<file path="config.mk">
export PLATFORM = sky130hd
export DESIGN_NAME = ttcf_day_split
export DESIGN_NICKNAME = d
export VERILOG_FILES = /design/src/hw/rtl/tick_count_to_calendar_fields_assert.svh /design/src/hw/rtl/ttcf_pkg.sv /design/src/hw/rtl/ttcf_day_split.sv
export SDC_FILE = /design/constraint.sdc
export NUM_CORES = 2
export LEC_CHECK = 0
export BUFFER_PORTS_ARGS = -buffer_cell sky130_fd_sc_hd__buf_2
export CAP_MARGIN = 30
export CORE_UTILIZATION = 55
export DETAILED_ROUTE_END_ITERATION = 12
export GPL_ROUTABILITY_DRIVEN = 0
export GPL_TIMING_DRIVEN = 0
export PLACE_DENSITY_LB_ADDON = 0.2
export RECOVER_POWER = 50
export SYNTH_ARGS = -nofsm -noshare
export SYNTH_HDL_FRONTEND = slang
export SYNTH_SLANG_ARGS = --single-unit
</file>
<file path="constraint.sdc">
create_clock -name clk -period 7.1 [get_ports clk]
set_input_delay 0.71 -clock clk [delete_from_list [all_inputs] [get_ports clk]]
set_output_delay 0.71 -clock clk [all_outputs]
set_load 0.005 [all_outputs]
</file>
<file path="src/hw/rtl/tick_count_to_calendar_fields_assert.svh">
// Assertion macros, clocked on clk and held off during rst
`ifndef TICK_COUNT_TO_CALENDAR_FIELDS_ASSERT_SVH
`define TICK_COUNT_TO_CALENDAR_FIELDS_ASSERT_SVH

`define TTCF_ASSERT_ALWAYS(label, cond, msg) \
  label: assert property (@(posedge clk) disable iff (rst) (cond)) else $error(msg);

`define TTCF_ASSERT_IMPLY(label, ante, cons, msg) \
  label: assert property (@(posedge clk) disable iff (rst) (ante) |-> (cons)) else $error(msg);

`endif

</file>
<file path="src/hw/rtl/ttcf_pkg.sv">
`timescale 1ns / 1ps
`default_nettype none

package ttcf_pkg;

  localparam longint unsigned TICK_HZ          = 64'd10_000_000;
  localparam longint unsigned SECS_PER_DAY     = 64'd86400;
  localparam longint unsigned SECS_PER_HOUR    = 64'd3600;
  localparam longint unsigned SECS_PER_MIN     = 64'd60;
  localparam longint unsigned DAY_TICKS        = TICK_HZ * SECS_PER_DAY;
  localparam longint unsigned TPMS_RAW         = TICK_HZ / 64'd1000;
  localparam longint unsigned TICKS_PER_MS     = (TPMS_RAW == 64'd0) ? 64'd1 : TPMS_RAW;

  localparam longint unsigned DAYS_1Y   = 64'd365;
  localparam longint unsigned DAYS_4Y   = 64'd1461;
  localparam longint unsigned DAYS_100Y = 64'd36524;
  localparam longint unsigned DAYS_400Y = 64'd146097;

  localparam int TICK_W = 62;
  localparam longint unsigned TICK_MAX = (64'd1 << TICK_W) - 64'd1;
  localparam longint unsigned DAY_MAX  = TICK_MAX / DAY_TICKS;

  localparam int DAY_W  = $clog2(DAY_MAX + 64'd1);
  localparam int TOD_W  = $clog2(DAY_TICKS);
  localparam int SUB_W  = $clog2(TICK_HZ);
  localparam int SEC_W  = $clog2(SECS_PER_DAY);
  localparam int MSQ_W  = $clog2((TICK_HZ - 64'd1) / TICKS_PER_MS + 64'd1);

  localparam int Q400_W = $clog2(DAY_MAX / DAYS_400Y + 64'd1);
  localparam int Q100_W = 2;
  localparam int Q4_W   = 5;
  localparam int Q1_W   = 2;
  localparam int DQ_W   = Q400_W + Q100_W + Q4_W + Q1_W;

  localparam int YEAR_W  = 14;
  localparam int MONTH_W = 4;
  localparam int DOM_W   = 5;
  localparam int DOY_W   = 9;
  localparam int HOUR_W  = 5;
  localparam int MIN_W   = 6;
  localparam int SECF_W  = 6;
  localparam int MS_W    = 10;
  localparam int HM_W    = HOUR_W + MIN_W;

  localparam logic [MS_W-1:0] MS_MAX = 10'd999;

  localparam int P2_LEN    = (MSQ_W > HM_W) ? MSQ_W : HM_W;
  localparam int LAT_SPLIT = DAY_W;
  localparam int LAT_DATE  = DQ_W + 3;
  localparam int LAT_CLOCK = SEC_W + P2_LEN + 1;
  localparam int LAT_TAIL  = (LAT_DATE > LAT_CLOCK) ? LAT_DATE : LAT_CLOCK;
  localparam int PAD_DATE  = LAT_TAIL - LAT_DATE;
  localparam int PAD_CLOCK = LAT_TAIL - LAT_CLOCK;
  localparam int LAT_TOTAL = LAT_SPLIT + LAT_TAIL;

  typedef struct packed {
    logic [DAY_W-1:0] days;
    logic [TOD_W-1:0] tod;
  } split_t;

  typedef struct packed {
    logic [YEAR_W-1:0]  year;
    logic [MONTH_W-1:0] month;
    logic [DOM_W-1:0]   day_of_month;
    logic [DOY_W-1:0]   day_of_year;
    logic               leap_year;
  } date_t;

  typedef struct packed {
    logic [HOUR_W-1:0] hours;
    logic [MIN_W-1:0]  minutes;
    logic [SECF_W-1:0] seconds;
    logic [MS_W-1:0]   milliseconds;
  } clock_t;

  // shifted divisor for each restoring step of the day breakdown
  function automatic longint unsigned date_step(input int g);
    if (g < Q400_W) begin
      return DAYS_400Y << (Q400_W - 1 - g);
    end else if (g < Q400_W + Q100_W) begin
      return DAYS_100Y << (Q400_W + Q100_W - 1 - g);
    end else if (g < Q400_W + Q100_W + Q4_W) begin
      return DAYS_4Y << (Q400_W + Q100_W + Q4_W - 1 - g);
    end else begin
      return DAYS_1Y << (DQ_W - 1 - g);
    end
  endfunction

  function automatic longint unsigned hm_step(input int g);
    if (g < HOUR_W) begin
      return SECS_PER_HOUR << (HOUR_W - 1 - g);
    end else begin
      return SECS_PER_MIN << (HM_W - 1 - g);
    end
  endfunction

  // days before the start of month idx+1
  function automatic logic [DOY_W-1:0] cum_days(input logic [MONTH_W-1:0] idx,
                                                input logic leap);
    logic [DOY_W-1:0] base;
    unique case (idx)
      4'd0:    base = 9'd0;
      4'd1:    base = 9'd31;
      4'd2:    base = 9'd59;
      4'd3:    base = 9'd90;
      4'd4:    base = 9'd120;
      4'd5:    base = 9'd151;
      4'd6:    base = 9'd181;
      4'd7:    base = 9'd212;
      4'd8:    base = 9'd243;
      4'd9:    base = 9'd273;
      4'd10:   base = 9'd304;
      4'd11:   base = 9'd334;
      4'd12:   base = 9'd365;
      default: base = 9'd0;
    endcase
    return (leap && (idx >= 4'd2)) ? base + 9'd1 : base;
  endfunction

endpackage

`default_nettype wire

</file>
<file path="src/hw/rtl/ttcf_day_split.sv">
`timescale 1ns / 1ps
`default_nettype none

module ttcf_day_split
  import ttcf_pkg::*;
(
  input  wire logic              clk,
  input  wire logic              rst,
  input  wire logic              in_valid,
  input  wire logic [TICK_W-1:0] ticks,
  output logic                   out_valid,
  output split_t                 result
);

  logic [DAY_W-1:0]  vld;
  logic [TICK_W-1:0] rem [DAY_W];
  logic [DAY_W-1:0]  quo [DAY_W];

  always_ff @(posedge clk) begin
    if (rst) begin
      vld <= '0;
    end else begin
      vld <= {vld[DAY_W-2:0], in_valid};
    end
  end

  // one quotient bit per stage, msb first
  for (genvar g = 0; g < DAY_W; g++) begin : g_step
    localparam int B = DAY_W - 1 - g;
    localparam logic [TICK_W-1:0] SD = TICK_W'(DAY_TICKS << B);
    logic [TICK_W-1:0] r_in;
    logic [DAY_W-1:0]  q_in;
    if (g == 0) begin : g_first
      assign r_in = ticks;
      assign q_in = '0;
    end else begin : g_next
      assign r_in = rem[g-1];
      assign q_in = quo[g-1];
    end
    always_ff @(posedge clk) begin
      if (r_in >= SD) begin
        rem[g] <= r_in - SD;
        quo[g] <= q_in | (DAY_W'(1) << B);
      end else begin
        rem[g] <= r_in;
        quo[g] <= q_in;
      end
    end
  end

  assign out_valid   = vld[DAY_W-1];
  assign result.days = quo[DAY_W-1];
  assign result.tod  = rem[DAY_W-1][TOD_W-1:0];

endmodule

`default_nettype wire

</file>
## Yosys cells after proc, flatten, opt, wreduce, memory -nomap -nowiden

Memories as Yosys holds them, arrays and structs flattened.
Index checks and enable logic that the tools add are counted.

- Add/subtract/negate cells: 23
- Order comparisons: 23
- Mux-type cells: 115
- Bitwise gates (word level): 46

Operators with widths:

| cell | count |
|---|---|
| $mux 62 | 23 |
| $mux 23 | 23 |
| $mux 1 | 69 |
| $ge 62x40->1 const B | 1 |
| $ge 62x41->1 const B | 1 |
| $ge 62x42->1 const B | 1 |
| $ge 62x43->1 const B | 1 |
| $ge 62x44->1 const B | 1 |
| $ge 62x45->1 const B | 1 |
| $ge 62x46->1 const B | 1 |
| $ge 62x47->1 const B | 1 |
| $ge 62x48->1 const B | 1 |
| $ge 62x49->1 const B | 1 |
| $ge 62x50->1 const B | 1 |
| $ge 62x51->1 const B | 1 |
| $ge 62x52->1 const B | 1 |
| $ge 62x53->1 const B | 1 |
| $ge 62x54->1 const B | 1 |
| $ge 62x55->1 const B | 1 |
| $ge 62x56->1 const B | 1 |
| $ge 62x57->1 const B | 1 |
| $ge 62x58->1 const B | 1 |
| $ge 62x59->1 const B | 1 |
| $ge 62x60->1 const B | 1 |
| 26 further kinds | 71 |

- Bits in registers: 23
- Memory bits (writable): 1955
- Bits of input ports: 65
- Output and inout bits: 64
- Word-level logic and storage cells: 210
- Memories kept: 2

Memories:

| memory | words | bits a word | rd ports | clocked after memory_dff | write ports | RTL line | RTL |
|---|---|---|---|---|---|---|---|
| rem | 23 | 62 | 23 | 0 | 23 | ttcf_day_split.sv:16 | `logic [TICK_W-1:0] rem [DAY_W];` |
| quo | 23 | 23 | 23 | 0 | 23 | ttcf_day_split.sv:17 | `logic [DAY_W-1:0] quo [DAY_W];` |

## Logic depth before layout (Yosys ltp)

An unclocked memory read counts as a cell.

- Depth after elaboration: 5
- Gate-level depth with buffers: 11

## Worst setup path before layout

OpenSTA, ideal clock, no wires.

- Kind: input to register
- From: input ticks[36]
- To: memory rem[0][37]
- Setup time: 121 ps
- Data arrival time: 3085 ps
- Slack: 3894 ps
- Cell stages on the path: 8
- Cell sequence: ha_1 -> a211oi_1 -> o211ai_1 -> o221ai_1 -> a21oi_1 -> o311ai_1 -> clkbuf_1 -> mux2_2

RTL lines:

| what | RTL line | RTL |
|---|---|---|
| from (decl) | ttcf_day_split.sv:10 | `input wire logic [TICK_W-1:0] ticks,` |
| to (decl) | ttcf_day_split.sv:16 |  |

==> reports/results.ini <==
[worst_setup_path]
critPathKind=reg2reg
arrival_ns=4.54
cp_max_fo=10
worstPathRequired_ns=7.68
critPathLaunchType=flop
endpoint_kind=flop

[floorplan]
die_area_um2=104000
num_rows=117
fp.dieH_um=323
die_w_um=323
core_um2=102000
num_io_pins=129
initial_core_util_pct=55.6

[final_layout]
drive_gt1_share_pct=8.54
final_cell_mix=dfxtp_1, xor2_1, nor2_1
stdcell_area_um2=64700
area_delta_synth_final_pct=14.2
final_common_cell=dfxtp_1
fin_nets=5651

[route]
drt_iter0_drc=2517
drc_errors=0
m1WireLength_um=53700
post_drt_via_cell_ratio=5.47
dr_wl_met3_um=7240
wl_um=122000
route.met2.wl_um=57500
avgRoutedWirePerCell_um=17.3
num_vias=38600
top_layer=met5
ant_nets=0
dr.pass1.iters=6

[cts]
post_cts_buffers=0
insertion_delay_ns=0.77
cts_tree=yes
clkSinkCount=1703
htree_levels=4
clk_pin_slew_ns=0.06
cts_root_buffer=clkbuf_16
hold_buffers=0
cts_resized=0
cts_buffers=162
clockBufferDepth=3

[sta]
final.setup.tns_ns=0
min_period_ns=3.96
tightest_slew_ns=1.04
max_freq_mhz=252
fin_crit_sh_pct=55.8
rsz0062_at_grt=false
finalSetupViolCount=0
finalClockSkew_ns=0.0259
relSlewSlack_pct=29.3
hold_viol_final=0
finalMaxSlewViolations=0

[pwr]
p_per_area_nw_per_um2=506
peakVddDrop_mv=0.244
p_leak_nw=25.7

[yosys]
avgSynthCellArea_um2=10.8
synthesis.nets=5357
yosys.area.top_type_share_pct=60.1
synth_top_area_cell=dfxtp_1
yosys_warnings=0
syn_area_um2=56700
synth_enable_flop_cells=0
synthFlopType=dfxtp_1
ys_ff_latch=1703
ys_types=89
async_flop_share_pct=0
synthCells=5269
seq_area_frac_synth_pct=60.1
synth_area_leaders=dfxtp_1, xor2_1, xnor2_1

[global_route]
grt_pass1_vias=37000
grt_max_degree=17
grt_pass1_wl_um=195000
gr-total-overflow=0
grt_util_all_layers_pct=23.3
antenna_found_initial=1

[place]
detailed_place_hpwl_um=90700
portBuffers=127
placed_area_um2=59000

[job]
maxCapViolCount=0

[worst_hold_path]
hold_path.class=in2reg

[outcome]
outcome=finished, final reports clean

-- stage by stage --
stage	total power, mW	instances	setup WS, ns	utilization [%]	hold slack, ns
2_1_floorplan	21.1	5269	3.89	-	0.310
3_3_place_gp	23.6	6764	3.04	57.9	0.310
3_5_place_dp	23.8	6765	3.06	57.9	0.312
4_1_cts	32.8	7059	3.35	63.5	0.0106
5_1_grt	34.7	7062	3.01	63.4	0.0298
6_report	32.8	7062	3.14	63.4	0.0637
-- logic make-up after synthesis --
logic type               synth area share, %
buffers and inverters                   1.45
multiplexers                           0.373
AO/OA/AOI/OAI                           8.67
XOR/XNOR                                12.0
flip-flops                              60.1
AND/OR/NAND/NOR                         16.8
adder cells (fa/ha/maj)                0.508
-- cell type report --
type                            count  area, µm²
Clock buffer                      218       4650
Clock inverter                     76       1100
Inverter                           79        297
Timing Repair Buffer              130        592
Sequential cell                  1703      34100
Antenna cell                        1       2.50
Multi-Input combinational cell   3370      21800
Buffer                            117        524
Fill cell                        8118      37300
Tap cell                         1368       1710
-- critical path, stage by stage, from the launching register on --
cell	delay (ns)
dfxtp_1	0.31
clkbuf_1	0.27
nor4bb_1	0.61
nand4_1	0.22
nor4_1	0.72
nor4_1	0.24
o21a_1	0.16
buf_2	0.19
inv_2	0.13
buf_2	0.27
nand2_1	0.10
xnor2_1	0.57
-- final timing paths --
| path | startpoint | to | slack, ns | cells past startpoint |
|---|---|---|---|---|
| setup / recovery | rem[3][36] | rem[3][117] | 3.14 | 11 |
| hold / removal | ticks[19] | rem[0][19] | 0.06 | 1 |
| setup reg to reg | rem[3][36] | rem[3][117] | 3.14 | 11 |
| hold reg to reg | quo[2][89] | quo[3][20] | 0.32 | 0 |
-- state kept, by name (all words and copies together), names as in the netlist --
| name | flops |
|---|---|
| quo | 276 |
| rem | 1404 |
| vld | 23 |
-- layer usage --
layer,vias to the layer above,global-route usage (%)
li1,19100,-
met4,2,8.70
met5,-,0
met3,257,5.02
met1,18200,29.2
met2,1068,39.3
-- power breakdown --
| group | switching [mW] | leakage [nW] | internal [mW] | total (mW) |
|---|---|---|---|---|
| Sequential | 2.92 | 14.3 | 12.4 | 15.3 |
| Combinational | 4.54 | 8.56 | 3.89 | 8.43 |
| Clock | 3.63 | 2.81 | 5.38 | 9.01 |
| Total | 11.1 | 25.7 | 21.7 | 32.8 |
-- synth_stat cells, drive strengths merged (14+ instances only) --
library cell	instances
buf	36
dfxtp	1703
inv	74
o21ai	124
nor2	407
nor4bb	22
or3	67
a31oi	33
nor4	244
nor2b	44
nor3	171
nand3	95
a21oi	179
xor2	446
a211oi	68
a211o	36
a21o	28
nand2	381
ha	23
mux2	17
a21boi	24
and3	23
o31ai	33
nand3b	19
a311o	21
xnor2	333
or4	54
o21a	35
nor4b	23
or2	41
o211ai	32
nor3b	42
and2	35
nand4	91
nand2b	30
clkbuf	81
a2111oi	14
Power figures use the tool's default switching activity.
