[src/hw/rtl/tick_count_to_calendar_fields_assert.svh]
// Assertion macros, clocked on clk and held off during rst
`ifndef TICK_COUNT_TO_CALENDAR_FIELDS_ASSERT_SVH
`define TICK_COUNT_TO_CALENDAR_FIELDS_ASSERT_SVH

`define TTCF_ASSERT_ALWAYS(label, cond, msg) \
  label: assert property (@(posedge clk) disable iff (rst) (cond)) else $error(msg);

`define TTCF_ASSERT_IMPLY(label, ante, cons, msg) \
  label: assert property (@(posedge clk) disable iff (rst) (ante) |-> (cons)) else $error(msg);

`endif

[src/hw/rtl/ttcf_pkg.sv]
`timescale 1ns / 1ps
`default_nettype none

package ttcf_pkg;

  localparam longint unsigned TICK_HZ          = 64'd10_000_000;
  localparam longint unsigned SECS_PER_DAY     = 64'd86400;
  localparam longint unsigned SECS_PER_HOUR    = 64'd3600;
  localparam longint unsigned SECS_PER_MIN     = 64'd60;
  localparam longint unsigned DAY_TICKS        = TICK_HZ * SECS_PER_DAY;
  localparam longint unsigned TPMS_RAW         = TICK_HZ / 64'd1000;
  localparam longint unsigned TICKS_PER_MS     = (TPMS_RAW == 64'd0) ? 64'd1 : TPMS_RAW;

  localparam longint unsigned DAYS_1Y   = 64'd365;
  localparam longint unsigned DAYS_4Y   = 64'd1461;
  localparam longint unsigned DAYS_100Y = 64'd36524;
  localparam longint unsigned DAYS_400Y = 64'd146097;

  localparam int TICK_W = 62;
  localparam longint unsigned TICK_MAX = (64'd1 << TICK_W) - 64'd1;
  localparam longint unsigned DAY_MAX  = TICK_MAX / DAY_TICKS;

  localparam int DAY_W  = $clog2(DAY_MAX + 64'd1);
  localparam int TOD_W  = $clog2(DAY_TICKS);
  localparam int SUB_W  = $clog2(TICK_HZ);
  localparam int SEC_W  = $clog2(SECS_PER_DAY);
  localparam int MSQ_W  = $clog2((TICK_HZ - 64'd1) / TICKS_PER_MS + 64'd1);

  localparam int Q400_W = $clog2(DAY_MAX / DAYS_400Y + 64'd1);
  localparam int Q100_W = 2;
  localparam int Q4_W   = 5;
  localparam int Q1_W   = 2;
  localparam int DQ_W   = Q400_W + Q100_W + Q4_W + Q1_W;

  localparam int YEAR_W  = 14;
  localparam int MONTH_W = 4;
  localparam int DOM_W   = 5;
  localparam int DOY_W   = 9;
  localparam int HOUR_W  = 5;
  localparam int MIN_W   = 6;
  localparam int SECF_W  = 6;
  localparam int MS_W    = 10;
  localparam int HM_W    = HOUR_W + MIN_W;

  localparam logic [MS_W-1:0] MS_MAX = 10'd999;

  localparam int P2_LEN    = (MSQ_W > HM_W) ? MSQ_W : HM_W;
  localparam int LAT_SPLIT = DAY_W;
  localparam int LAT_DATE  = DQ_W + 3;
  localparam int LAT_CLOCK = SEC_W + P2_LEN + 1;
  localparam int LAT_TAIL  = (LAT_DATE > LAT_CLOCK) ? LAT_DATE : LAT_CLOCK;
  localparam int PAD_DATE  = LAT_TAIL - LAT_DATE;
  localparam int PAD_CLOCK = LAT_TAIL - LAT_CLOCK;
  localparam int LAT_TOTAL = LAT_SPLIT + LAT_TAIL;

  typedef struct packed {
    logic [DAY_W-1:0] days;
    logic [TOD_W-1:0] tod;
  } split_t;

  typedef struct packed {
    logic [YEAR_W-1:0]  year;
    logic [MONTH_W-1:0] month;
    logic [DOM_W-1:0]   day_of_month;
    logic [DOY_W-1:0]   day_of_year;
    logic               leap_year;
  } date_t;

  typedef struct packed {
    logic [HOUR_W-1:0] hours;
    logic [MIN_W-1:0]  minutes;
    logic [SECF_W-1:0] seconds;
    logic [MS_W-1:0]   milliseconds;
  } clock_t;

  // shifted divisor for each restoring step of the day breakdown
  function automatic longint unsigned date_step(input int g);
    if (g < Q400_W) begin
      return DAYS_400Y << (Q400_W - 1 - g);
    end else if (g < Q400_W + Q100_W) begin
      return DAYS_100Y << (Q400_W + Q100_W - 1 - g);
    end else if (g < Q400_W + Q100_W + Q4_W) begin
      return DAYS_4Y << (Q400_W + Q100_W + Q4_W - 1 - g);
    end else begin
      return DAYS_1Y << (DQ_W - 1 - g);
    end
  endfunction

  function automatic longint unsigned hm_step(input int g);
    if (g < HOUR_W) begin
      return SECS_PER_HOUR << (HOUR_W - 1 - g);
    end else begin
      return SECS_PER_MIN << (HM_W - 1 - g);
    end
  endfunction

  // days before the start of month idx+1
  function automatic logic [DOY_W-1:0] cum_days(input logic [MONTH_W-1:0] idx,
                                                input logic leap);
    logic [DOY_W-1:0] base;
    unique case (idx)
      4'd0:    base = 9'd0;
      4'd1:    base = 9'd31;
      4'd2:    base = 9'd59;
      4'd3:    base = 9'd90;
      4'd4:    base = 9'd120;
      4'd5:    base = 9'd151;
      4'd6:    base = 9'd181;
      4'd7:    base = 9'd212;
      4'd8:    base = 9'd243;
      4'd9:    base = 9'd273;
      4'd10:   base = 9'd304;
      4'd11:   base = 9'd334;
      4'd12:   base = 9'd365;
      default: base = 9'd0;
    endcase
    return (leap && (idx >= 4'd2)) ? base + 9'd1 : base;
  endfunction

endpackage

`default_nettype wire

[src/hw/rtl/ttcf_clock.sv]
`timescale 1ns / 1ps
`default_nettype none

module ttcf_clock
  import ttcf_pkg::*;
(
  input  wire logic             clk,
  input  wire logic             rst,
  input  wire logic             in_valid,
  input  wire logic [TOD_W-1:0] tod,
  output logic                  out_valid,
  output clock_t                result
);

  logic [LAT_CLOCK-1:0] vld;
  logic [TOD_W-1:0]     srem [SEC_W];
  logic [SEC_W-1:0]     squo [SEC_W];
  logic [SEC_W-1:0]     hrem [P2_LEN];
  logic [HM_W-1:0]      hquo [P2_LEN];
  logic [SUB_W-1:0]     mrem [P2_LEN];
  logic [MSQ_W-1:0]     mquo [P2_LEN];

  always_ff @(posedge clk) begin
    if (rst) begin
      vld <= '0;
    end else begin
      vld <= {vld[LAT_CLOCK-2:0], in_valid};
    end
  end

  // whole seconds of the day
  for (genvar g = 0; g < SEC_W; g++) begin : g_sec
    localparam int B = SEC_W - 1 - g;
    localparam logic [TOD_W-1:0] SD = TOD_W'(TICK_HZ << B);
    logic [TOD_W-1:0] r_in;
    logic [SEC_W-1:0] q_in;
    if (g == 0) begin : g_first
      assign r_in = tod;
      assign q_in = '0;
    end else begin : g_next
      assign r_in = srem[g-1];
      assign q_in = squo[g-1];
    end
    always_ff @(posedge clk) begin
      if (r_in >= SD) begin
        srem[g] <= r_in - SD;
        squo[g] <= q_in | (SEC_W'(1) << B);
      end else begin
        srem[g] <= r_in;
        squo[g] <= q_in;
      end
    end
  end

  // hours/minutes from the seconds and milliseconds from the sub-second ticks, side by side
  for (genvar g = 0; g < P2_LEN; g++) begin : g_sub
    logic [SEC_W-1:0] hr_in;
    logic [HM_W-1:0]  hq_in;
    logic [SUB_W-1:0] mr_in;
    logic [MSQ_W-1:0] mq_in;
    if (g == 0) begin : g_first
      assign hr_in = squo[SEC_W-1];
      assign hq_in = '0;
      assign mr_in = srem[SEC_W-1][SUB_W-1:0];
      assign mq_in = '0;
    end else begin : g_next
      assign hr_in = hrem[g-1];
      assign hq_in = hquo[g-1];
      assign mr_in = mrem[g-1];
      assign mq_in = mquo[g-1];
    end

    if (g < HM_W) begin : g_hm
      localparam int B = HM_W - 1 - g;
      localparam logic [SEC_W-1:0] SD = SEC_W'(hm_step(g));
      always_ff @(posedge clk) begin
        if (hr_in >= SD) begin
          hrem[g] <= hr_in - SD;
          hquo[g] <= hq_in | (HM_W'(1) << B);
        end else begin
          hrem[g] <= hr_in;
          hquo[g] <= hq_in;
        end
      end
    end else begin : g_hm_hold
      always_ff @(posedge clk) begin
        hrem[g] <= hr_in;
        hquo[g] <= hq_in;
      end
    end

    if (g < MSQ_W) begin : g_ms
      localparam int B = MSQ_W - 1 - g;
      localparam logic [SUB_W-1:0] SD = SUB_W'(TICKS_PER_MS << B);
      always_ff @(posedge clk) begin
        if (mr_in >= SD) begin
          mrem[g] <= mr_in - SD;
          mquo[g] <= mq_in | (MSQ_W'(1) << B);
        end else begin
          mrem[g] <= mr_in;
          mquo[g] <= mq_in;
        end
      end
    end else begin : g_ms_hold
      always_ff @(posedge clk) begin
        mrem[g] <= mr_in;
        mquo[g] <= mq_in;
      end
    end
  end

  always_ff @(posedge clk) begin
    result.hours   <= hquo[P2_LEN-1][HM_W-1 -: HOUR_W];
    result.minutes <= hquo[P2_LEN-1][MIN_W-1:0];
    result.seconds <= hrem[P2_LEN-1][SECF_W-1:0];
    result.milliseconds <= (mquo[P2_LEN-1] > MSQ_W'(MS_MAX)) ? MS_MAX
                                                             : MS_W'(mquo[P2_LEN-1]);
  end

  assign out_valid = vld[LAT_CLOCK-1];

endmodule

`default_nettype wire

[config.mk]
export PLATFORM = sky130hd
export DESIGN_NAME = ttcf_clock
export DESIGN_NICKNAME = d
export VERILOG_FILES = /design/src/hw/rtl/tick_count_to_calendar_fields_assert.svh /design/src/hw/rtl/ttcf_pkg.sv /design/src/hw/rtl/ttcf_clock.sv
export SDC_FILE = /design/constraint.sdc
export NUM_CORES = 2
export LEC_CHECK = 0
export ABC_AREA = 1
export BUFFER_PORTS_ARGS = -buffer_cell sky130_fd_sc_hd__buf_2
export CELL_PAD_IN_SITES_DETAIL_PLACEMENT = 1
export CELL_PAD_IN_SITES_GLOBAL_PLACEMENT = 1
export CORE_MARGIN = 2
export CORE_UTILIZATION = 47
export CTS_CLUSTER_DIAMETER = 40
export CTS_CLUSTER_SIZE = 12
export DETAILED_ROUTE_END_ITERATION = 10
export PLACE_DENSITY = 0.8
export SLEW_MARGIN = 20
export SYNTH_ARGS = -nofsm -noshare
export SYNTH_HDL_FRONTEND = slang
export SYNTH_SLANG_ARGS = --single-unit
export TNS_END_PERCENT = 1
[constraint.sdc]
create_clock -name clk -period 2.2 [get_ports clk]
set_input_delay 0.22 -clock clk [delete_from_list [all_inputs] [get_ports clk]]
set_output_delay 0.22 -clock clk [all_outputs]
set_load 0.02 [all_outputs]
Word-level counts from Yosys, hierarchy flattened. Memory sizes are Yosys's and may differ from the RTL's. A register that Yosys moved wholly into a read port is not among the register bits. Cells that the tools add are included.

Register bits: 39. Memories: 6. Logic and storage cells: 351. RAM bits: 1651. Output and inout port bits: 28. Input port bits: 43.

Magnitude comparators: 39. $add $sub $neg: 38. Muxes and demuxes: 190. Bitwise operators: 76.

Memory list: srem (depth 17, width 40, rd ports 17, clocked after memory_dff 0, write ports 17, line ttcf_clock.sv:16) `logic [TOD_W-1:0] srem [SEC_W];`; squo (depth 17, width 17, rd ports 17, clocked after memory_dff 0, write ports 17, line ttcf_clock.sv:17) `logic [SEC_W-1:0] squo [SEC_W];`; mrem (depth 11, width 24, rd ports 10, clocked after memory_dff 0, write ports 11, line ttcf_clock.sv:20) `logic [SUB_W-1:0] mrem [P2_LEN];`; hrem (depth 11, width 17, rd ports 11, clocked after memory_dff 1, write ports 11, line ttcf_clock.sv:18) `logic [SEC_W-1:0] hrem [P2_LEN];`; hquo (depth 11, width 11, rd ports 11, clocked after memory_dff 1, write ports 11, line ttcf_clock.sv:19) `logic [HM_W-1:0] hquo [P2_LEN];`; mquo (depth 11, width 10, rd ports 11, clocked after memory_dff 0, write ports 11, line ttcf_clock.sv:21) `logic [MSQ_W-1:0] mquo [P2_LEN];`.

Operator list (count): two-way mux 40 bit (17); two-way mux 17 bit (28); two-way mux 24 bit (10); two-way mux 11 bit (11); two-way mux 1 bit (114); two-way mux 10 bit (10); OR 1 bit (76); greater-or-equal comparator 40 x 24 -> 1 bit (second input constant) (1); greater-or-equal comparator 40 x 25 -> 1 bit (second input constant) (1); greater-or-equal comparator 40 x 26 -> 1 bit (second input constant) (1); greater-or-equal comparator 40 x 27 -> 1 bit (second input constant) (1); greater-or-equal comparator 40 x 28 -> 1 bit (second input constant) (1); greater-or-equal comparator 40 x 29 -> 1 bit (second input constant) (1); greater-or-equal comparator 40 x 30 -> 1 bit (second input constant) (1); greater-or-equal comparator 40 x 31 -> 1 bit (second input constant) (1); greater-or-equal comparator 40 x 32 -> 1 bit (second input constant) (1); greater-or-equal comparator 40 x 33 -> 1 bit (second input constant) (1); greater-or-equal comparator 40 x 34 -> 1 bit (second input constant) (1); greater-or-equal comparator 40 x 35 -> 1 bit (second input constant) (1); greater-or-equal comparator 40 x 36 -> 1 bit (second input constant) (1); greater-or-equal comparator 40 x 37 -> 1 bit (second input constant) (1); greater-or-equal comparator 40 x 38 -> 1 bit (second input constant) (1); greater-or-equal comparator 40 x 39 -> 1 bit (second input constant) (1); greater-or-equal comparator 40 bit (second input constant) (1); other kinds (60) (60).

Logic depth before layout (Yosys ltp). An unclocked memory read counts as a cell.

Word-level depth: 5. Mapped depth: 14. Mapped depth without buffers: 14.

Worst setup path before layout. No wires, ideal clock.

Kind: register to register. Start point: memory srem[10][12] in the netlist's numbering. End point: memory srem[11][25] in the netlist's numbering. Clock period less this slack: 1.634 ns. Data arrival time: 1.522 ns. Slack: 0.566 ns. Buffers on the path: 1. Stages on the path, launching flop included: 14. Cell sequence: dfxtp_1 -> inv_1 -> ha_1 -> nor2_1 -> nand2_1 -> nand2_2 -> nand2_1 -> nand2_2 -> nand2_2 -> nand3_2 -> buf_6 -> nand2_1 -> nand2_1 -> nand2_1.

RTL lines (line): start, declared (ttcf_clock.sv:16).

==> results.yml <==
outcome:
  outcome: "finished, violations left"
  violations: "negative setup slack"
worst_setup_path:
  crit_buf_inv: 6
  end_kind: "flop"
  cp_top_family: "buffers and inverters"
  worst-setup-path-type: "in -> reg"
  crit_path_start_kind: "primary input"
  critPathMaxStageDelay_ns: 0.55
  cp_max_fo: 4
  path_cells: "dlygate4sd3_1, buf_2, inv_1, nor2_1, inv_1, nand2_1, a21oi_1, nand3_1, nand2_1, dlygate4sd3_1, nand2_1, dlygate4sd3_1"
  cpMaxStageDelayCell: "dlygate4sd3_1"
  worstPathRequired_ns: 2.88
  worstPathArrival_ns: 3.01
placement:
  io_buffers: 70
  hpwl_mm: 116
  pre_cts_ws_ns: -0.0277
  place.gp.congestion: 0.918
  dpl_cell_area_um2: 58000
logic_synthesis:
  synth.mux.area_fraction_pct: 0
  synth_flop_cell: "dfxtp_1"
  synth-simple-area-share_pct: 30.2
  ys_types: 64
  synth_compound_area_share_pct: 5.98
  synth_top_family_by_area: "simple AND/OR/NAND/NOR gates"
  synth_top_area_share_pct: 50.0
  syn_area_per_cell_um2: 7.62
  async_reset_ff_share_pct: 0
  yosys.area_share.adder_pct: 1.17
  syn_area_um2: 55600
  synth.most_common_cell: "nand2_1"
  synthCells: 7297
  synth_edf_count: 0
  synth_fp_nets: 7392
  ys_ff_latch: 1388
  seq_area_frac_synth_pct: 50.0
  yosys.area.top_type: "dfxtp_1"
  ys_top_cells_by_count: "2,020 x nand2_1, 1,388 x dfxtp_1, 877 x inv_1, 871 x nor2_1, 516 x nand3_1"
  ys_warn_count: 0
  synth_xor_area_share_pct: 5.18
  synth_area_leaders: "dfxtp_1 50%, nand2_1 14%, inv_1 5.9%"
timing:
  max_slew.worst_pin.slew_ns: 0.658
  finalClockSkew_ns: 0.0348
  hold_violations: 0
  hold_slack_ns: 0.0644
  period_needed_ns: 2.33
  setup_viol_count_final: 1
  slew_viol_final: 0
  fin_setup_tns_ns: -0.135
  rsz0062_at_grt: "yes"
  slew_headroom_pct: 55.7
  period_share_pct: 106
  clock.fmax_mhz: 428
  finalWorstSetupSlack_ns: -0.135
die:
  core_area_um2: 118000
  io_pins: 71
  floorplan.initialDensity_pct: 47.2
  dieArea_um2: 121000
  die_w_um: 348
  rows: 126
  die_h_um: 348
clock_network:
  cts_made_buffers: 179
  clkTransAtPathRegs_ns: 0.06
  cts_root_buf: "clkbuf_16"
  htree_levels: 4
  clockBufferDepth: 3
  cts_tree: "yes"
  clock_latency_ns: 0.80
  clock_sinks: 1388
power:
  clockPowerShare_pct: 27.3
  powerDensity_nw_per_um2: 1640
  p_sw_w: 0.0428
  comb_power_share_pct: 34.4
  intPower_w: 0.0630
  seqPwrFrac_pct: 38.3
  ir_drop_mv: 0.978
  p_sw_share_pct: 40.4
  leakagePower_nw: 30.4
routing:
  dr.pass1.iters: 7
  drt-vias-per-instance: 5.13
  postRouteAntennaNets: 0
  wl_per_cell_um: 17.4
  first_iter_violations: 2179
  drt_wl_total_mm: 161
  vias: 47500
  drc_errors: 0
layout:
  antenna_cells: 0
  fin_area_um2: 64500
  drive_above_1_share_pct: 9.03
  finish.utilization_pct: 54.8
  nets: 7700
  synthToLayoutAreaGrowth_pct: 16.0
global_routing:
  antenna_found_initial: 1
  globalRouteOverflowTotal: 0
  grt_max_degree: 30
  grt_usage_pct: 26.5
  first_global_vias: 50800
  grt_pass1_wl_mm: 261
hold_path:
  hold_path_class: "in -> reg"
job:
  drv_cap: 0
stage by stage:
| stage | total power [W] | cells |
|---|---|---|
| final | 0.106 | 9253 |
| after global placement | 0.0743 | 8902 |
| after floorplan | 0.0640 | 7297 |
| after detailed placement | 0.0759 | 8902 |
| after CTS | 0.106 | 9253 |
| after global routing | 0.113 | 9253 |
path summary, 6_finish.rpt:
path | from | end | slack, ns | depth (start not counted)
worst max-delay path | tod[31] | srem[0][34] | -0.13 | 12
worst min-delay path | tod[21] | srem[0][21] | 0.06 | 2
worst max register to register | srem[6][17] | srem[7][22] | 0.14 | 11
worst min register to register | srem[7][9] | srem[8][9] | 0.31 | 0
state kept, by name (all words and copies together) (netlist names):
register	flops
squo	153
hquo	66
mrem	208
hrem	176
mquo	65
result	27
srem	664
vld	29
layer usage:
layer | GRT usage (%) | share of wire, % | vias to the layer above
met5 | 0 | 0 | -
met4 | 10.7 | 3.7 | 0
met3 | 3.44 | 2.7 | 354
met2 | 49.5 | 52 | 716
met1 | 30.3 | 42 | 22900
li1 | - | - | 23600
power by group through the flow:
| stage | combinational, W | clock, W | sequential [W] |
|---|---|---|---|
| 2_1_floorplan | 0.0260 | 0 | 0.0380 |
| 3_3_place_gp | 0.0339 | 0 | 0.0404 |
| 3_5_place_dp | 0.0352 | 0 | 0.0407 |
| 4_1_cts | 0.0363 | 0.0294 | 0.0404 |
| 5_1_grt | 0.0413 | 0.0306 | 0.0414 |
| 6_report | 0.0364 | 0.0289 | 0.0405 |
cell type report:
class / count / area (µm²)
timing repair buffer: 223 / 1720
inverter: 915 / 3440
tap: 1536 / 1920
clock buffer: 200 / 4680
sequential: 1388 / 27800
multi-input combinational: 4898 / 23700
fill: 14500 / 53300
clock inverter: 93 / 1210
cells by family after synthesis:
kind of cell,after synthesis
XOR/XNOR,328
AND/OR/NAND/NOR,3916
buffers and inverters,1011
flip-flops,1388
adder cells (fa/ha/maj),52
AO/OA/AOI/OAI,602
cell usage in the layout (no fill, tap or decap), types with 51 or more instances in the layout:
master | Yosys | final
o21ai_1 | 63 | 67
dlygate4sd3_1 | 0 | 56
inv_1 | 877 | 877
xor2_1 | 270 | 270
xnor2_1 | 57 | 57
nand3b_1 | 53 | 53
o21ai_0 | 251 | 245
buf_4 | 39 | 90
nand4_1 | 155 | 155
nand3_1 | 516 | 516
ha_1 | 52 | 51
nand2_1 | 2020 | 2018
clkbuf_16 | 0 | 182
dfxtp_1 | 1388 | 1382
a21oi_1 | 185 | 184
nor3_1 | 99 | 99
nor2_1 | 871 | 868
buf_2 | 24 | 70
repair_timing:
item                       4_1_cts  5_1_grt
gates resized for setup          2       25
setup buffers                    2        0
pin swaps                        1        0
hold buffers                    56        0
hold endpoints to repair        70        0
setup endpoints to repair        5       97
Power figures use the tool's default switching activity.
