===== config.mk =====
export PLATFORM = sky130hd
export DESIGN_NAME = ttcf_date
export DESIGN_NICKNAME = d
export VERILOG_FILES = /design/src/hw/rtl/tick_count_to_calendar_fields_assert.svh /design/src/hw/rtl/ttcf_pkg.sv /design/src/hw/rtl/ttcf_date.sv
export SDC_FILE = /design/constraint.sdc
export NUM_CORES = 1
export LEC_CHECK = 0
export BUFFER_PORTS_ARGS = -buffer_cell sky130_fd_sc_hd__buf_2
export CAP_MARGIN = 20
export CELL_PAD_IN_SITES_DETAIL_PLACEMENT = 0
export CELL_PAD_IN_SITES_GLOBAL_PLACEMENT = 1
export CORE_MARGIN = 3
export CORE_UTILIZATION = 53
export CTS_BUF_LIST = sky130_fd_sc_hd__clkbuf_4 sky130_fd_sc_hd__clkbuf_8 sky130_fd_sc_hd__clkbuf_16
export DETAILED_ROUTE_END_ITERATION = 16
export GPL_ROUTABILITY_DRIVEN = 0
export GPL_TIMING_DRIVEN = 0
export PLACE_DENSITY_LB_ADDON = 0.1
export SLEW_MARGIN = 10
export SYNTH_ARGS = -nofsm -noshare
export SYNTH_HDL_FRONTEND = slang
export SYNTH_SLANG_ARGS = --single-unit

===== constraint.sdc =====
create_clock -name clk -period 5.44 [get_ports clk]
set_input_delay 0.272 -clock clk [delete_from_list [all_inputs] [get_ports clk]]
set_output_delay 0.272 -clock clk [all_outputs]
set_load 0.02 [all_outputs]

===== src/hw/rtl/tick_count_to_calendar_fields_assert.svh =====
// Assertion macros, clocked on clk and held off during rst
`ifndef TICK_COUNT_TO_CALENDAR_FIELDS_ASSERT_SVH
`define TICK_COUNT_TO_CALENDAR_FIELDS_ASSERT_SVH

`define TTCF_ASSERT_ALWAYS(label, cond, msg) \
  label: assert property (@(posedge clk) disable iff (rst) (cond)) else $error(msg);

`define TTCF_ASSERT_IMPLY(label, ante, cons, msg) \
  label: assert property (@(posedge clk) disable iff (rst) (ante) |-> (cons)) else $error(msg);

`endif


===== src/hw/rtl/ttcf_pkg.sv =====
`timescale 1ns / 1ps
`default_nettype none

package ttcf_pkg;

  localparam longint unsigned TICK_HZ          = 64'd10_000_000;
  localparam longint unsigned SECS_PER_DAY     = 64'd86400;
  localparam longint unsigned SECS_PER_HOUR    = 64'd3600;
  localparam longint unsigned SECS_PER_MIN     = 64'd60;
  localparam longint unsigned DAY_TICKS        = TICK_HZ * SECS_PER_DAY;
  localparam longint unsigned TPMS_RAW         = TICK_HZ / 64'd1000;
  localparam longint unsigned TICKS_PER_MS     = (TPMS_RAW == 64'd0) ? 64'd1 : TPMS_RAW;

  localparam longint unsigned DAYS_1Y   = 64'd365;
  localparam longint unsigned DAYS_4Y   = 64'd1461;
  localparam longint unsigned DAYS_100Y = 64'd36524;
  localparam longint unsigned DAYS_400Y = 64'd146097;

  localparam int TICK_W = 62;
  localparam longint unsigned TICK_MAX = (64'd1 << TICK_W) - 64'd1;
  localparam longint unsigned DAY_MAX  = TICK_MAX / DAY_TICKS;

  localparam int DAY_W  = $clog2(DAY_MAX + 64'd1);
  localparam int TOD_W  = $clog2(DAY_TICKS);
  localparam int SUB_W  = $clog2(TICK_HZ);
  localparam int SEC_W  = $clog2(SECS_PER_DAY);
  localparam int MSQ_W  = $clog2((TICK_HZ - 64'd1) / TICKS_PER_MS + 64'd1);

  localparam int Q400_W = $clog2(DAY_MAX / DAYS_400Y + 64'd1);
  localparam int Q100_W = 2;
  localparam int Q4_W   = 5;
  localparam int Q1_W   = 2;
  localparam int DQ_W   = Q400_W + Q100_W + Q4_W + Q1_W;

  localparam int YEAR_W  = 14;
  localparam int MONTH_W = 4;
  localparam int DOM_W   = 5;
  localparam int DOY_W   = 9;
  localparam int HOUR_W  = 5;
  localparam int MIN_W   = 6;
  localparam int SECF_W  = 6;
  localparam int MS_W    = 10;
  localparam int HM_W    = HOUR_W + MIN_W;

  localparam logic [MS_W-1:0] MS_MAX = 10'd999;

  localparam int P2_LEN    = (MSQ_W > HM_W) ? MSQ_W : HM_W;
  localparam int LAT_SPLIT = DAY_W;
  localparam int LAT_DATE  = DQ_W + 3;
  localparam int LAT_CLOCK = SEC_W + P2_LEN + 1;
  localparam int LAT_TAIL  = (LAT_DATE > LAT_CLOCK) ? LAT_DATE : LAT_CLOCK;
  localparam int PAD_DATE  = LAT_TAIL - LAT_DATE;
  localparam int PAD_CLOCK = LAT_TAIL - LAT_CLOCK;
  localparam int LAT_TOTAL = LAT_SPLIT + LAT_TAIL;

  typedef struct packed {
    logic [DAY_W-1:0] days;
    logic [TOD_W-1:0] tod;
  } split_t;

  typedef struct packed {
    logic [YEAR_W-1:0]  year;
    logic [MONTH_W-1:0] month;
    logic [DOM_W-1:0]   day_of_month;
    logic [DOY_W-1:0]   day_of_year;
    logic               leap_year;
  } date_t;

  typedef struct packed {
    logic [HOUR_W-1:0] hours;
    logic [MIN_W-1:0]  minutes;
    logic [SECF_W-1:0] seconds;
    logic [MS_W-1:0]   milliseconds;
  } clock_t;

  // shifted divisor for each restoring step of the day breakdown
  function automatic longint unsigned date_step(input int g);
    if (g < Q400_W) begin
      return DAYS_400Y << (Q400_W - 1 - g);
    end else if (g < Q400_W + Q100_W) begin
      return DAYS_100Y << (Q400_W + Q100_W - 1 - g);
    end else if (g < Q400_W + Q100_W + Q4_W) begin
      return DAYS_4Y << (Q400_W + Q100_W + Q4_W - 1 - g);
    end else begin
      return DAYS_1Y << (DQ_W - 1 - g);
    end
  endfunction

  function automatic longint unsigned hm_step(input int g);
    if (g < HOUR_W) begin
      return SECS_PER_HOUR << (HOUR_W - 1 - g);
    end else begin
      return SECS_PER_MIN << (HM_W - 1 - g);
    end
  endfunction

  // days before the start of month idx+1
  function automatic logic [DOY_W-1:0] cum_days(input logic [MONTH_W-1:0] idx,
                                                input logic leap);
    logic [DOY_W-1:0] base;
    unique case (idx)
      4'd0:    base = 9'd0;
      4'd1:    base = 9'd31;
      4'd2:    base = 9'd59;
      4'd3:    base = 9'd90;
      4'd4:    base = 9'd120;
      4'd5:    base = 9'd151;
      4'd6:    base = 9'd181;
      4'd7:    base = 9'd212;
      4'd8:    base = 9'd243;
      4'd9:    base = 9'd273;
      4'd10:   base = 9'd304;
      4'd11:   base = 9'd334;
      4'd12:   base = 9'd365;
      default: base = 9'd0;
    endcase
    return (leap && (idx >= 4'd2)) ? base + 9'd1 : base;
  endfunction

endpackage

`default_nettype wire


===== src/hw/rtl/ttcf_date.sv =====
`timescale 1ns / 1ps
`default_nettype none

module ttcf_date
  import ttcf_pkg::*;
(
  input  wire logic             clk,
  input  wire logic             rst,
  input  wire logic             in_valid,
  input  wire logic [DAY_W-1:0] days,
  output logic                  out_valid,
  output date_t                 result
);

  logic [LAT_DATE-1:0] vld;
  logic [DAY_W-1:0]    rem [DQ_W];
  logic [DQ_W-1:0]     quo [DQ_W];

  logic [Q400_W-1:0]  q400;
  logic [Q100_W-1:0]  q100;
  logic [Q4_W-1:0]    q4;
  logic [Q1_W-1:0]    q1;
  logic [DOY_W-1:0]   r_doy;

  logic [YEAR_W-1:0]  y_year;
  logic               y_leap;
  logic [DOY_W-1:0]   y_doy;

  logic [MONTH_W-1:0] mon_next;
  logic [MONTH_W-1:0] m_mon;
  logic [YEAR_W-1:0]  m_year;
  logic               m_leap;
  logic [DOY_W-1:0]   m_doy;
  logic [DOY_W-1:0]   dom_full;

  always_ff @(posedge clk) begin
    if (rst) begin
      vld <= '0;
    end else begin
      vld <= {vld[LAT_DATE-2:0], in_valid};
    end
  end

  // 400-, 100-, 4- and 1-year periods; the short 100y and 1y quotients clamp at 3
  for (genvar g = 0; g < DQ_W; g++) begin : g_step
    localparam int B = DQ_W - 1 - g;
    localparam logic [DAY_W-1:0] SD = DAY_W'(date_step(g));
    logic [DAY_W-1:0] r_in;
    logic [DQ_W-1:0]  q_in;
    if (g == 0) begin : g_first
      assign r_in = days;
      assign q_in = '0;
    end else begin : g_next
      assign r_in = rem[g-1];
      assign q_in = quo[g-1];
    end
    always_ff @(posedge clk) begin
      if (r_in >= SD) begin
        rem[g] <= r_in - SD;
        quo[g] <= q_in | (DQ_W'(1) << B);
      end else begin
        rem[g] <= r_in;
        quo[g] <= q_in;
      end
    end
  end

  assign {q400, q100, q4, q1} = quo[DQ_W-1];
  assign r_doy = rem[DQ_W-1][DOY_W-1:0];

  always_ff @(posedge clk) begin
    y_year <= YEAR_W'(q400) * YEAR_W'(400) + YEAR_W'(q100) * YEAR_W'(100)
            + YEAR_W'({q4, 2'b00}) + YEAR_W'(q1) + YEAR_W'(1);
    y_leap <= (q1 == 2'd3) && ((q4 != 5'd24) || (q100 == 2'd3));
    y_doy  <= r_doy;
  end

  always_comb begin
    mon_next = 4'd1;
    for (int k = 1; k < 12; k++) begin
      if (y_doy >= cum_days(MONTH_W'(k), y_leap)) begin
        mon_next = MONTH_W'(k + 1);
      end
    end
  end

  always_ff @(posedge clk) begin
    m_mon  <= mon_next;
    m_year <= y_year;
    m_leap <= y_leap;
    m_doy  <= y_doy;
  end

  assign dom_full = m_doy - cum_days(m_mon - 4'd1, m_leap) + 9'd1;

  always_ff @(posedge clk) begin
    result.year         <= m_year;
    result.month        <= m_mon;
    result.day_of_month <= dom_full[DOM_W-1:0];
    result.day_of_year  <= m_doy + 9'd1;
    result.leap_year    <= m_leap;
  end

  assign out_valid = vld[LAT_DATE-1];

endmodule

`default_nettype wire


== Yosys cells after proc, flatten, opt, wreduce, memory -nomap -nowiden ==
Memories as Yosys holds them, arrays and structs flattened. A register that Yosys moved wholly into a read port is not among the register bits.
Cells that the tools add are included.

* Reductions and logical operators: 4
* Shift operators: 0
* $add $sub $neg: 24
* Muxes and demuxes: 96
* Bitwise gates (word level): 30
* Divide/modulo/power cells: 0
* Eq/ne operators: 3
* $mul: 2
* Order comparisons: 27

{| class="wikitable"
|+ Operators with widths
! operator !! count
|-
| 23-bit 2-to-1 mux || 15
|-
| 15-bit 2-to-1 mux || 15
|-
| 1-bit 2-to-1 mux || 50
|-
| 9-bit by 8-bit >= comparator with 1-bit output || 4
|-
| 1-bit bitwise OR || 30
|-
| 9-bit >= comparator || 3
|-
| 4-bit 2-to-1 mux || 6
|-
| 23-bit by 10-bit >= comparator with 1-bit output, second input constant || 1
|-
| 23-bit by 11-bit >= comparator with 1-bit output, second input constant || 1
|-
| 23-bit by 12-bit >= comparator with 1-bit output, second input constant || 1
|-
| 23-bit by 13-bit >= comparator with 1-bit output, second input constant || 1
|-
| 23-bit by 14-bit >= comparator with 1-bit output, second input constant || 1
|-
| 23-bit by 15-bit >= comparator with 1-bit output, second input constant || 1
|-
| 23-bit by 16-bit >= comparator with 1-bit output, second input constant || 1
|-
| 23-bit by 17-bit >= comparator with 1-bit output, second input constant || 1
|-
| 23-bit by 18-bit >= comparator with 1-bit output, second input constant || 1
|-
| 23-bit by 19-bit >= comparator with 1-bit output, second input constant || 1
|-
| 23-bit by 20-bit >= comparator with 1-bit output, second input constant || 1
|-
| 23-bit by 21-bit >= comparator with 1-bit output, second input constant || 1
|-
| 23-bit by 22-bit >= comparator with 1-bit output, second input constant || 1
|-
| 23-bit >= comparator, second input constant || 1
|-
| 23-bit by 9-bit >= comparator with 1-bit output, second input constant || 1
|-
| 23-bit by 10-bit subtractor with 23-bit output, second input constant || 1
|-
| 23-bit by 11-bit subtractor with 23-bit output, second input constant || 1
|-
| other kinds (35) || 46
|}

* Memory bits (writable): 570
* Bits in read-only memories: 144
* Memories: 3
* Bits in latches: 0
* Register bits after elaboration: 94

{| class="wikitable"
|+ Memory list
! memory !! words !! bits a word !! read ports !! clocked after Yosys merged registers in !! write ports !! RTL line !! RTL
|-
| rem || 15 || 23 || 15 || 1 || 15 || ttcf_date.sv:16 || <nowiki>logic [DAY_W-1:0] rem [DQ_W];</nowiki>
|-
| quo || 15 || 15 || 15 || 0 || 15 || ttcf_date.sv:17 || <nowiki>logic [DQ_W-1:0] quo [DQ_W];</nowiki>
|-
| (no name shown) || 16 || 9 || 1 || 0 || 0 || ttcf_pkg.sv:101 || <nowiki>unique case (idx)</nowiki>
|}

== Logic depth before layout (Yosys ltp) ==
* Depth in word-level cells: 11
* Mapped depth: 16
* Mapped depth without buffers: 15

== Worst setup path before layout ==
Ideal clock, no wire load.

* Path type: reg2reg
* Start: register m_mon[1]
* End: register result[14] (netlist name)
* Stages on the path, launching flop included: 16
* Arrival: 3.091 ns
* Clock period less this slack: 3.215 ns
* Required time: 5.316 ns
* Slack: 2.225 ns
* Buffers on the path: 1
* Library setup time: 0.124 ns
* Path through: dfxtp_1 -> clkbuf_1 -> inv_1 -> ha_1 -> xnor2_1 -> a21oi_1 -> a211oi_1 -> ha_1 -> nand2_1 -> xor2_1 -> ha_1 -> ha_1 -> a21o_1 -> a21oi_1 -> xnor2_1 -> xnor2_1

* Word-level cells in the longest chain between the ends: 6

{| class="wikitable"
|+ Ends and longest elaborated chain
! element !! RTL line !! RTL
|-
| start, declared || ttcf_date.sv:30 || <nowiki>logic [MONTH_W-1:0] m_mon;</nowiki>
|-
| start signal, assigned || ttcf_date.sv:88 || <nowiki>m_mon <= mon_next;</nowiki>
|-
| 4-bit by 1-bit subtractor with 4-bit output * || ttcf_date.sv:94 || <nowiki>assign dom_full = m_doy - cum_days(m_mon - 4'd1, m_leap) + 9'd1;</nowiki>
|-
| memory read 16 x 9 bit or 4-bit by 2-bit >= comparator with 1-bit output (tied branches) || -- ||
|-
| 5-bit by 1-bit adder with 5-bit output or 1-bit logical AND (tied branches) || ttcf_pkg.sv:117 || <nowiki>return (leap && (idx >= 4'd2)) ? base + 9'd1 : base;</nowiki>
|-
| 5-bit 2-to-1 mux * || ttcf_pkg.sv:117 ||
|-
| 5-bit subtractor * || ttcf_date.sv:94 ||
|-
| 5-bit by 1-bit adder with 5-bit output * || ttcf_date.sv:94 ||
|-
| via dom_full[4] || ttcf_date.sv:34 || <nowiki>logic [DOY_W-1:0] dom_full;</nowiki>
|-
| end, declared || ttcf_date.sv:12 || <nowiki>output date_t result</nowiki>
|}

The timed path passes the listed nets; every way through them passes the cells marked *.
A chain may end at the register's enable or synchronous reset.

== Final worst setup path ==
Ends and elaborated chain as after synthesis.

==> results.tsv <==
metric	value	unit
final_sum_of_negative_setup_slack	0	ns
fillcell_total	3185	
outcome	complete, no violations	
cts_setup_buffers	0	
port-buffer-count	59	
cts_resized	0	
hold_path.class	flop to flop	
placementRows	71	
cellPowerDensity	713	nW/µm²
floorplan.io_pins	60	
layout-drive-gt1-share	9.38	%
worst_slew_margin_rel	55.3	%
timing.final.hold_violations	0	
worstSkewPairLatency	0.58	ns
clock_tree_from_tritoncts	built	
numCtsBuffers	53	
gr_layer_usage_met1	23.3	%
post_synth_num_cell_types	81	
cts_max_level	2	
fin_worst_skew	0.00977	ns
detailed_placement_wirelength_estimate	26.9	mm
worst_setup_path_end_kind	flop	
syn2layout_area_growth	15.4	%
cts.reportedPaths.clkPinSlew	0.06	ns
maximum_vdd_drop	0.000323	V
synthesis.yosys.warnings	0	
groute.layer.met2.usage	31.5	%
cp_data_arrival_time	4.22	ns
synth_sequential_area_ratio	54.1	%
detail_route.wirelength	37.1	mm
vias_per_cell	5.15	
start_util	54.1	%
n_antenna_cell	0	
synthArstFlopShare	0	%
core_region_area	37900	µm²
total_leakage_power	9.88	nW
timing.final.setup_violations	0	
period_share	69.4	%
cell_with_the_most_instances_after_synthesis	dfxtp_1	
synth_flop_cell	dfxtp_1	
synthesis.area_per_instance	10.4	µm²
synth.top_cell.area_share	54.1	%
largest_net_degree_at_the_start_of_global_routing	17	
clockRootBuffer	clkbuf_16	
firstDrtPassIters	5	
detail_route.wl_per_cell	13.9	µm
cts-hold-fix-buffers	28	
grt.total_usage	18.1	%
netlist_area	20500	µm²
critPathSlowestCell	a211oi_1	
die_h	203	µm
synth.area.top_cells	dfxtp_1, xnor2_1, ha_1	
nets	2230	
synth-seq-cells	554	
worst_setup_path_start_kind	flop	
mappedNetlistNets	2087	
drt.antenna.violating_nets	0	
fp.dieW	203	µm
max-clock-path-buffers	3	
setup.worst_path.class	flop to flop	
timing.final.crit_period	3.77	ns
timing.max_cap.violations	0	
synth-edff-count	0	
antenna_found_initial	0	
syn_inst	1977	
finalMaxSlewViolations	0	
worstMarginPinSlew	0.667	ns
grt_util_met3	3.27	%
dr.first_iter.drc_count	645	
tritoncts_num_sinks	554	
crit_path_max_fanout	7	
globalRouteOverflowTotal	0	
critPathRequiredTime	5.89	ns
timing.critical_path.slowest_cell_delay	0.40	ns
first_global_vias	13700	
synth_cell_count_leaders	dfxtp_1, xnor2_1, nor2_1	
timing.fmax	0.265	GHz
grt_most_used_layer	met2	
path_cells	clkbuf_1 > inv_1 > ha_1 > xnor2_1 > a21oi_1 > a211oi_1 > ha_1 > nand2_1 > xor2_1 > ha_1 > ha_1 > a21o_1 > a21oi_1 > xnor2_1 > xnor2_1	
die_outline_area	41100	µm²
vias	13800	
count_of_unresolved_drc_violations_after_routing	0	
finalCoreUtilization	62.4	%
synth_largest_area_cell	dfxtp_1	
grt_first_pass_wirelength	63.5	mm
total_power	16.9	mW
critical_path.most_common_cell	ha_1	
grt_setup_unrepaired	false	
## power by group
part | switching (mW) | leakage, nW | internal, mW
logic | 3.00 | 4.29 | 2.81
clock network | 1.54 | 0.956 | 2.43
registers | 1.35 | 4.64 | 5.75
## worst paths after layout
path	start	to	slack [ns]	cells past startpoint
max	m_mon[1]	result[14]	1.67	15
min	quo[1][42]	quo[1][57]	0.32	0
max reg2reg	m_mon[1]	result[14]	1.67	15
min reg2reg	quo[1][42]	quo[1][57]	0.32	0
## per-stage QoR
step                      setup slack [ns]  std cells  hold slack, ns  instance area [µm²]
final                                 1.67       2675           0.318                23700
after detailed placement              1.74       2547           0.312                21400
after CTS                             1.71       2674           0.298                23700
after floorplan                       2.23       1977           0.300                20500
after global placement                1.78       2547           0.310                21400
after global routing                  1.33       2675           0.320                23700
## layer usage
| metal | vias up | part of all wire (%) |
|---|---|---|
| met5 | - | 0 |
| li1 | 7140 | - |
| met3 | 58 | 3.9 |
| met1 | 6361 | 47 |
| met4 | 0 | 2.0 |
| met2 | 217 | 47 |
## cells by family (layout without fill, tap and decap cells)
group           Yosys count  in the layout  share of synthesized area, %
compound gates          298            298                          9.46
xor+xnor                285            285                          12.2
fa+ha+maj                84             84                          5.27
buf+inv                 121            308                          2.31
flops                   554            554                          54.1
mux                      14             14                         0.726
simple gates            621            621                          16.0
## worst max-delay path, delay by kind of cell (launching register included)
family	cells	cell delay [ns]
fa+ha+maj	4	1.19
simple gates	1	0.07
buf+inv	2	0.45
flops	1	0.37
xor+xnor	4	0.76
compound gates	4	0.82
## registers in the layout, summed over array words and instances, names as in the netlist, 4 cells and up
name / cells
result: 33
vld: 18
y_doy: 9
quo: 120
m_doy: 9
m_year: 14
y_year: 14
rem: 331
m_mon: 4
## cells in the final DEF, fill, tap and decap left out, types with 7 or more instances in the layout
cell type,synthesis,final
nor4_1,32,32
o211ai_1,9,9
clkbuf_16,0,55
o31ai_1,10,10
nor2_1,144,144
o21ai_0,68,68
a31oi_1,20,20
xnor2_1,182,182
clkbuf_1,27,27
nand2b_1,17,17
ha_1,80,80
nor2b_1,28,28
nand3b_1,17,17
a21oi_1,72,72
mux2_2,7,7
or2_2,10,10
nor4b_1,16,16
nand4_1,25,25
bufinv_16,0,10
or4_1,22,22
clkinv_2,0,14
mux2i_1,7,7
dfxtp_1,554,554
nor3_1,42,42
inv_1,82,82
nand3_1,54,54
buf_2,6,66
o21a_1,13,13
nand2_1,132,132
a211oi_1,14,14
a21o_1,26,26
xor2_1,103,103
and3_1,23,23
dlygate4sd3_1,0,28
clkbuf_8,0,7
or3_1,18,18
## layout make-up
cell class              instances  area (µm²)  share of cell area [%]
clock buffers                  64        1490                    6.28
plain buffers                  36         154                   0.650
multi-input cells            1302        8940                    37.8
repair buffers                 88         581                    2.45
inverters                      85         319                    1.35
flip-flops and latches        554       11100                    46.8
clock inverters                35         459                    1.94
well taps                     511         639                    2.70
(Power assumes the default switching activity.)
